File: config.mk
export PLATFORM = sky130hd
export DESIGN_NAME = key_press_hold_repeat_detector
export DESIGN_NICKNAME = d
export VERILOG_FILES = /design/src/sv/kph_pkg.sv /design/src/sv/kph_lane.sv /design/src/sv/kph_merge.sv /design/src/sv/key_press_hold_repeat_detector.sv
export SDC_FILE = /design/constraint.sdc
export NUM_CORES = 2
export LEC_CHECK = 0
export ABC_AREA = 0
export BUFFER_PORTS_ARGS = -buffer_cell sky130_fd_sc_hd__buf_2
export CAP_MARGIN = 20
export CELL_PAD_IN_SITES_DETAIL_PLACEMENT = 1
export CELL_PAD_IN_SITES_GLOBAL_PLACEMENT = 1
export CORE_ASPECT_RATIO = 0.5
export CORE_MARGIN = 10
export CORE_UTILIZATION = 44
export CTS_CLUSTER_DIAMETER = 80
export DETAILED_ROUTE_END_ITERATION = 10
export PLACE_DENSITY_LB_ADDON = 0.05
export SLEW_MARGIN = 40
export SYNTH_ARGS = -nofsm -noshare
export SYNTH_HDL_FRONTEND = slang
export SYNTH_SLANG_ARGS = --single-unit
export TNS_END_PERCENT = 30
File: constraint.sdc
create_clock -name clk -period 5.8 [get_ports clk]
set_input_delay 1.16 -clock clk [delete_from_list [all_inputs] [get_ports clk]]
set_output_delay 1.16 -clock clk [all_outputs]
set_load 0.01 [all_outputs]
File: src/sv/kph_pkg.sv
// ----------------------------------------------------------------------------
// kph_pkg
// Shared types and constants of the key press / hold / repeat detector.
// ----------------------------------------------------------------------------
package kph_pkg;

  // fixed field widths
  localparam int unsigned PINS_W  = 8;
  localparam int unsigned TICK_W  = 32;
  localparam int unsigned KEY_W   = 3;
  localparam int unsigned MASK_W  = 64;
  localparam int unsigned CFG_W   = 64;
  localparam int unsigned ADDR_W  = 5;

  // register reset values
  localparam logic [TICK_W-1:0] LONG_RESET   = 32'd1000;
  localparam logic [TICK_W-1:0] REPEAT_RESET = 32'd200;
  localparam logic [MASK_W-1:0] MASKS_RESET  = 64'h8040_2010_0804_0201;

  // register index, taken from paddr[4:3]
  typedef enum logic [1:0] {
    REG_LONG   = 2'd0,
    REG_REPEAT = 2'd1,
    REG_MASKS  = 2'd2
  } reg_idx_t;

  // what one key lane found on a scan
  typedef struct packed {
    logic fire;
    logic hold;
  } lane_evt_t;

endpackage

File: src/sv/kph_lane.sv
// ----------------------------------------------------------------------------
// kph_lane
// One key: press test, released / pressed / held state and time stamp.
// ----------------------------------------------------------------------------
module kph_lane #(
  parameter int unsigned TIME_BITS = 32
) (
  input  logic                           clk,
  input  logic                           rst_n,
  input  logic                           scan_en,
  input  logic [kph_pkg::PINS_W-1:0]     pins,
  input  logic [kph_pkg::PINS_W-1:0]     mask,
  input  logic [TIME_BITS-1:0]           now,
  input  logic [kph_pkg::TICK_W-1:0]     long_ticks,
  input  logic [kph_pkg::TICK_W-1:0]     repeat_ticks,
  output kph_pkg::lane_evt_t             evt
);

  typedef enum logic [1:0] {
    ST_RELEASED = 2'd0,
    ST_PRESSED  = 2'd1,
    ST_HELD     = 2'd2
  } mode_t;

  mode_t                 mode_r;
  mode_t                 mode_nxt;
  logic [TIME_BITS-1:0]  stamp_r;
  logic [TIME_BITS-1:0]  elapsed;
  logic [kph_pkg::TICK_W-1:0] elapsed_w;
  logic                  pressed;
  logic                  fire;

  // press test and elapsed time since the stamp
  assign pressed   = ((pins & mask) == '0);
  assign elapsed   = now - stamp_r;
  assign elapsed_w = kph_pkg::TICK_W'(elapsed);

  // next mode and event decision
  always_comb begin
    mode_nxt = mode_r;
    fire     = 1'b0;
    if (!pressed) begin
      mode_nxt = ST_RELEASED;
    end else begin
      case (mode_r)
        ST_RELEASED: begin
          mode_nxt = ST_PRESSED;
          fire     = 1'b1;
        end
        ST_PRESSED: begin
          if (elapsed_w >= long_ticks) begin
            mode_nxt = ST_HELD;
            fire     = 1'b1;
          end
        end
        default: begin
          mode_nxt = ST_HELD;
          fire     = (elapsed_w >= repeat_ticks);
        end
      endcase
    end
  end

  // an event fires on a press, a long hold or a repeat; hold marks a key that is not released
  assign evt.fire = fire;
  assign evt.hold = (mode_r != ST_RELEASED);

  // state updated on each accepted scan, stamp only when an event fires
  always_ff @(posedge clk) begin
    if (!rst_n) begin
      mode_r  <= ST_RELEASED;
      stamp_r <= '0;
    end else if (scan_en) begin
      mode_r <= mode_nxt;
      if (fire) begin
        stamp_r <= now;
      end
    end
  end

endmodule

File: src/sv/kph_merge.sv
// ----------------------------------------------------------------------------
// kph_merge
// Collects the lane events of one scan and sends them out in key order.
// ----------------------------------------------------------------------------
module kph_merge #(
  parameter int unsigned NUM_KEYS = 8
) (
  input  logic                         clk,
  input  logic                         rst_n,
  input  logic                         load,
  input  kph_pkg::lane_evt_t           evt [NUM_KEYS],
  output logic                         ready,
  output logic                         out_valid,
  input  logic                         out_ready,
  output logic [kph_pkg::KEY_W-1:0]    out_key,
  output logic                         out_kind,
  output logic                         out_last
);

  logic [NUM_KEYS-1:0]        pend_r;
  logic [NUM_KEYS-1:0]        hold_r;
  logic [NUM_KEYS-1:0]        fire_vec;
  logic [NUM_KEYS-1:0]        hold_vec;
  logic [NUM_KEYS-1:0]        low_bit;
  logic [NUM_KEYS-1:0]        pend_nxt;
  logic [kph_pkg::KEY_W-1:0]  sel;
  logic                       advance;
  logic                       out_valid_r;
  logic [kph_pkg::KEY_W-1:0]  out_key_r;
  logic                       out_kind_r;
  logic                       out_last_r;

  // gather lane results
  always_comb begin
    for (int i = 0; i < NUM_KEYS; i++) begin
      fire_vec[i] = evt[i].fire;
      hold_vec[i] = evt[i].hold;
    end
  end

  // lowest pending key
  assign low_bit  = pend_r & (~pend_r + NUM_KEYS'(1));
  assign pend_nxt = pend_r & (pend_r - NUM_KEYS'(1));

  always_comb begin
    sel = '0;
    for (int i = NUM_KEYS - 1; i >= 0; i--) begin
      if (pend_r[i]) begin
        sel = kph_pkg::KEY_W'(i);
      end
    end
  end

  assign advance = (pend_r != '0) && (!out_valid_r || out_ready);
  assign ready   = (pend_r == '0);

  // pending event set
  always_ff @(posedge clk) begin
    if (!rst_n) begin
      pend_r <= '0;
    end else if (load) begin
      pend_r <= fire_vec;
    end else if (advance) begin
      pend_r <= pend_nxt;
    end
  end

  always_ff @(posedge clk) begin
    if (load) begin
      hold_r <= hold_vec;
    end
  end

  // output register
  always_ff @(posedge clk) begin
    if (!rst_n) begin
      out_valid_r <= 1'b0;
    end else if (advance) begin
      out_valid_r <= 1'b1;
    end else if (out_ready) begin
      out_valid_r <= 1'b0;
    end
  end

  always_ff @(posedge clk) begin
    if (advance) begin
      out_key_r  <= sel;
      out_kind_r <= |(low_bit & hold_r);
      out_last_r <= (pend_nxt == '0);
    end
  end

  assign out_valid = out_valid_r;
  assign out_key   = out_key_r;
  assign out_kind  = out_kind_r;
  assign out_last  = out_last_r;

`ifndef ASSERT_OFF
  // a scan with events leaves them pending
  a_load_pend: assert property (@(posedge clk) disable iff (!rst_n)
    (load && (fire_vec != '0)) |=> (pend_r != '0))
    else $error("events of a scan were dropped");

  // each sent item removes exactly one pending key
  a_adv_one: assert property (@(posedge clk) disable iff (!rst_n)
    (advance && !load) |=> ($countones(pend_r) == $countones($past(pend_r)) - 1))
    else $error("pending set did not shrink by one");

  // an item that is not last has more events behind it
  a_not_last: assert property (@(posedge clk) disable iff (!rst_n)
    (out_valid_r && !out_last_r) |-> (pend_r != '0))
    else $error("non-last item with nothing pending");

  // no new scan while events are pending
  a_no_overlap: assert property (@(posedge clk) disable iff (!rst_n)
    (pend_r != '0) |-> !load)
    else $error("scan loaded over pending events");
`endif

endmodule

File: src/sv/key_press_hold_repeat_detector.sv
// ----------------------------------------------------------------------------
// key_press_hold_repeat_detector
// Scans an active-low key port and reports press, hold and repeat events.
// ----------------------------------------------------------------------------
//  channel  | direction | content
//  in_      | slave     | one scan: port pins and current tick count
//  out_     | master    | one event: key index, kind in tuser, tlast at scan end
//  cfg_     | apb       | long press ticks, repeat ticks, key masks
//
//  a scan is taken when in_tvalid and in_tready are both high; all key lanes
//  update in parallel at that edge; its events then leave one per cycle
//  through the output register while out_tready is high
//  the next scan is taken once the last event of the previous one is in the
//  output register; a stalled out_tready holds the event queue
//  reset is synchronous; every key starts released with a zero stamp
// ----------------------------------------------------------------------------
module key_press_hold_repeat_detector #(
  parameter int unsigned NUM_KEYS  = 8,
  parameter int unsigned TIME_BITS = 32
) (
  input  logic                            clk,
  input  logic                            rst_n,
  // scan input
  input  logic                            in_tvalid,
  output logic                            in_tready,
  input  logic [39:0]                     in_tdata,   // port_pins[7:0], now_ticks[39:8]
  // event output
  output logic                            out_tvalid,
  input  logic                            out_tready,
  output logic [7:0]                      out_tdata,  // key_index[2:0], zero[7:3]
  output logic                            out_tuser,  // event_kind[0]
  output logic                            out_tlast,
  // configuration
  input  logic                            cfg_psel,
  input  logic                            cfg_penable,
  input  logic                            cfg_pwrite,
  input  logic [kph_pkg::ADDR_W-1:0]      cfg_paddr,
  input  logic [kph_pkg::CFG_W-1:0]       cfg_pwdata,
  output logic [kph_pkg::CFG_W-1:0]       cfg_prdata,
  output logic                            cfg_pready
);

  logic [kph_pkg::TICK_W-1:0]  long_r;
  logic [kph_pkg::TICK_W-1:0]  repeat_r;
  logic [kph_pkg::MASK_W-1:0]  masks_r;
  kph_pkg::reg_idx_t           reg_idx;
  logic                        cfg_wr;
  logic                        scan_en;
  logic [kph_pkg::PINS_W-1:0]  pins;
  logic [TIME_BITS-1:0]        now;
  logic [kph_pkg::KEY_W-1:0]   out_key;
  kph_pkg::lane_evt_t          evt [NUM_KEYS];

  // configuration registers
  assign cfg_pready = 1'b1;
  assign reg_idx    = kph_pkg::reg_idx_t'(cfg_paddr[4:3]);
  assign cfg_wr     = cfg_psel && cfg_penable && cfg_pwrite && cfg_pready;

  always_ff @(posedge clk) begin
    if (!rst_n) begin
      long_r   <= kph_pkg::LONG_RESET;
      repeat_r <= kph_pkg::REPEAT_RESET;
      masks_r  <= kph_pkg::MASKS_RESET;
    end else if (cfg_wr) begin
      case (reg_idx)
        kph_pkg::REG_LONG:   long_r   <= cfg_pwdata[kph_pkg::TICK_W-1:0];
        kph_pkg::REG_REPEAT: repeat_r <= cfg_pwdata[kph_pkg::TICK_W-1:0];
        kph_pkg::REG_MASKS:  masks_r  <= cfg_pwdata;
        default: ;
      endcase
    end
  end

  // register readback
  always_comb begin
    case (reg_idx)
      kph_pkg::REG_LONG:   cfg_prdata = kph_pkg::CFG_W'(long_r);
      kph_pkg::REG_REPEAT: cfg_prdata = kph_pkg::CFG_W'(repeat_r);
      kph_pkg::REG_MASKS:  cfg_prdata = masks_r;
      default:             cfg_prdata = '0;
    endcase
  end

  // scan fields
  assign scan_en = in_tvalid && in_tready;
  assign pins    = in_tdata[kph_pkg::PINS_W-1:0];
  assign now     = in_tdata[kph_pkg::PINS_W +: TIME_BITS];

  // one lane per key
  for (genvar k = 0; k < NUM_KEYS; k++) begin : g_lane
    kph_lane #(
      .TIME_BITS (TIME_BITS)
    ) u_lane (
      .clk          (clk),
      .rst_n        (rst_n),
      .scan_en      (scan_en),
      .pins         (pins),
      .mask         (masks_r[kph_pkg::PINS_W*k +: kph_pkg::PINS_W]),
      .now          (now),
      .long_ticks   (long_r),
      .repeat_ticks (repeat_r),
      .evt          (evt[k])
    );
  end

  // event serializer
  kph_merge #(
    .NUM_KEYS (NUM_KEYS)
  ) u_merge (
    .clk       (clk),
    .rst_n     (rst_n),
    .load      (scan_en),
    .evt       (evt),
    .ready     (in_tready),
    .out_valid (out_tvalid),
    .out_ready (out_tready),
    .out_key   (out_key),
    .out_kind  (out_tuser),
    .out_last  (out_tlast)
  );

  assign out_tdata = {5'b0, out_key};

endmodule

==> metrics <==
synth top area cells ha_1 (24%), dfxtp_1 (21%), a21oi_1 (6.4%), mux2i_1 (5.6%), nand2_1 (5.4%); Slew @ Worst Pin 1010 ps; XOR/XNOR Fraction of Synth Area 0.0503; root cell of the clock tree clkbuf_16; vias in the first global route 42.9k; Tmin final 6010 ps; Clock Sinks 422; Compound-Gate Fraction of Synth Area 0.221; CP Buf/Inv Count 12; gr usage total 0.334; most used cell, CP buf_4; gr ovfl total 0; Clock Path Buffers 3; WL final 190,000 µm; Main synth FF type dfxtp_1; yosys warns 0; main combinational cell family by area after synthesis adder cells; Rows 77; gpl congestion 0.933; crit share post-route 1.04; Max VDD drop 0.296 mV; DR iter-0 viols 3,480; Max transition margin 0.323; Mapped Cells 4,978; via count 43.5k; die width 446 µm; ys async rst share 0; DP HPWL 138,000 µm; Hold WC Path Type reg2reg; Lkg Pwr 0.0239 µW; Die Y 233 µm; Final Hold Vio Count 0; simple-gate portion of the synthesized area 0.162; flops & latches, synth 422; PwrDens 509 mW/mm²; Setup CP Type in2reg; Seq/Total Area, Yosys 0.215; EDFF count, synth 13; WP data required 6370 ps; NumNets Final 6,831; Port Buffer Count 183; filler cell count 10.7k; total CTS buffers 46; DRC 0; WL per Instance 26.5 µm; area growth from synthesis to layout 33.3%; Yosys top cell by area ha_1; htree depth 2; IO Pins 193; syn_area_per_cell 8.02 µm²; Worst setup EP type flop; Vias/cell 6.06; post-route setup slack -207 ps; synth unique cells 83; initial core utilization 0.448; CTS clock-pin slew for the worst setup and hold paths 60 ps; Worst EP arrival 6580 ps; crit-path leading delay family compound AO/OA/AOI/OAI gates; Max FO, Critical Path 8; Crit-path slowest cell a311o_1; first-pass GRT wire length 268,000 µm; failing checks negative setup slack; Post-Syn Area 0.0399 mm²; DP Area 0.0479 mm²; crit start category primary input; Final Slew Violations 0; delay of the slowest critical-path stage 400 ps; Design Area, Final 0.0532 mm²; hold_ws 460 ps; number of antenna violations at the first check in global routing 12; post-synthesis mux area share 0.0562; fmax 0.166 GHz; Synth Area in Adders 0.243; endpoints failing setup 120; Yosys top cell area share 0.238; largest net degree at the start of global routing 110; share of layout cells above drive strength 1 0.252; Clock Latency Late Sink 660 ps; skew final 30.0 ps; TritonRoute pass-1 iters 5; CTS tree yes; DRT antenna net count 0; outcome finished with violations; unrepaired setup endpoints after global routing yes; Max Cap Viol 0; Core Region 0.0891 mm²; Die ar. 0.104 mm²
[worst register-to-register path, cell delays in order (launching register included)]
cell      delay, ps
dfxtp_1         330
inv_1            80
ha_1            310
nor2b_1         170
o31a_1          300
o31ai_2         270
buf_4           180
and3_4          200
o32ai_2          90
buf_4           160
a311o_1         400
buf_4           170
a311o_1         290
buf_4           160
xor2_1          250
buf_4           170
ha_1            250
a21oi_2         150
o211ai_1        110
o41ai_2         400
nand3_1         200
nor3b_1         190
buf_4           180
o21ai_4          60
buf_12          170
buf_16          190
mux2i_1         230
[per-stage QoR]
stage / setup WS [ps] / util / std cells / setup TNS, ps / total power (µW)
floorplan: 56.9 / - / 4982 / 0 / 13500
global placement: -975 / 0.537 / 6971 / -219850 / 19600
detailed placement: -1260 / 0.538 / 6971 / -266750 / 20500
CTS: -16.4 / 0.569 / 7103 / -35.1 / 25000
global route: -341 / 0.597 / 7174 / -36480 / 28700
finish: -207 / 0.597 / 7176 / -10200 / 27100
[sequential cells by signal, indices dropped and copies added (netlist names)]
signal	cells
g_lane.u_lane.stamp_r	256
repeat_r	32
u_merge.out_kind	1
g_lane.u_lane.mode_r	16
u_merge.out_valid	1
u_merge.out_last	1
masks_r	64
long_r	32
u_merge.hold_r	8
u_merge.pend_r	8
u_merge.out_key	3
[logic make-up after synthesis]
group	Yosys count
xor+xnor	229
simple gates	1378
other cells	2
buf+inv	544
fa+ha+maj	769
mux	224
compound gates	1410
flops	422
[cell usage in the layout, fill, tap and decap left out, types with 12 or more instances in the layout]
master       n
edfxtp_1    13
a31oi_1     26
xor2_1      68
ha_4        19
xnor2_1    137
inv_1      372
and2_1      43
nand4_1     84
o211ai_1    35
a22oi_1     38
o21ai_1     43
and4_1      18
clkbuf_1    13
ha_1       736
buf_12      35
o21bai_1    18
buf_16      12
buf_2      177
o21ai_0    207
mux2i_1    220
o21a_1      58
nor2_1     242
clkbuf_16   56
dfxtp_1    409
a211oi_1    23
or2_2       15
nand3_2     21
a21oi_2     69
nand3_1    109
a21oi_1    439
xnor2_2     22
buf_4      811
and3_1      30
nor3_1      31
nand2_1    568
buf_6       29
nand2b_1    56
a21o_1     244
nor2b_1     52
[final cells by class]
type,count,area (µm²),area share
clock buffers,64,1280,0.0241
flip-flops and latches,422,8580,0.161
multi-input cells,4016,31400,0.591
inverters,380,1440,0.0270
diodes,8,20.0,0.000376
well taps,1185,1480,0.0279
clock inverters,20,293,0.00551
repair buffers,1081,8670,0.163
[cells in the mapped netlist, types with 47 or more instances]
cell type and number:
a21o_1 245, a21oi_1 513, and2_1 47, clkbuf_1 125, dfxtp_1 409, ha_1 760
inv_1 378, mux2i_1 224, nand2_1 569, nand2b_1 57, nand3_1 140, nand4_1 84
nor2_1 257, nor2b_1 57, o21a_1 60, o21ai_0 257, xnor2_1 159, xor2_1 70
[per-layer routing]
metal / up-vias / global-route usage / part of all wire
li1: 19817 / - / -
met5: - / 0 / 0.00015
met1: 21852 / 0.476 / 0.46
met3: 321 / 0.0732 / 0.089
met2: 1526 / 0.503 / 0.42
met4: 4 / 0.0842 / 0.029
[final timing paths]
kind,from,cells after the start,endpoint,slack (ps)
setup reg to reg,g_lane[5].u_lane.stamp_r[1],26,g_lane[5].u_lane.stamp_r[3],80
hold / removal,g_lane[3].u_lane.stamp_r[30],2,g_lane[3].u_lane.stamp_r[30],460
hold reg to reg,g_lane[3].u_lane.stamp_r[30],2,g_lane[3].u_lane.stamp_r[30],460
setup / recovery,in_tdata[8],29,g_lane[5].u_lane.stamp_r[3],-210
[repair_timing]
action | CTS | global route
gates cloned | 13 | 10
setup buffers | 35 | 67
hold buffers | 0 | 0
pin swaps | 61 | 223
gates resized for setup | 134 | 382
setup endpoints to repair | 273 | 274
[power by group]
group / leakage, µW / internal [µW] / switching (µW)
Clock: 0.000763 / 1830 / 1510
Sequential: 0.00344 / 3590 / 412
Combinational: 0.0197 / 9040 / 10700
(Power assumes the default switching activity.)
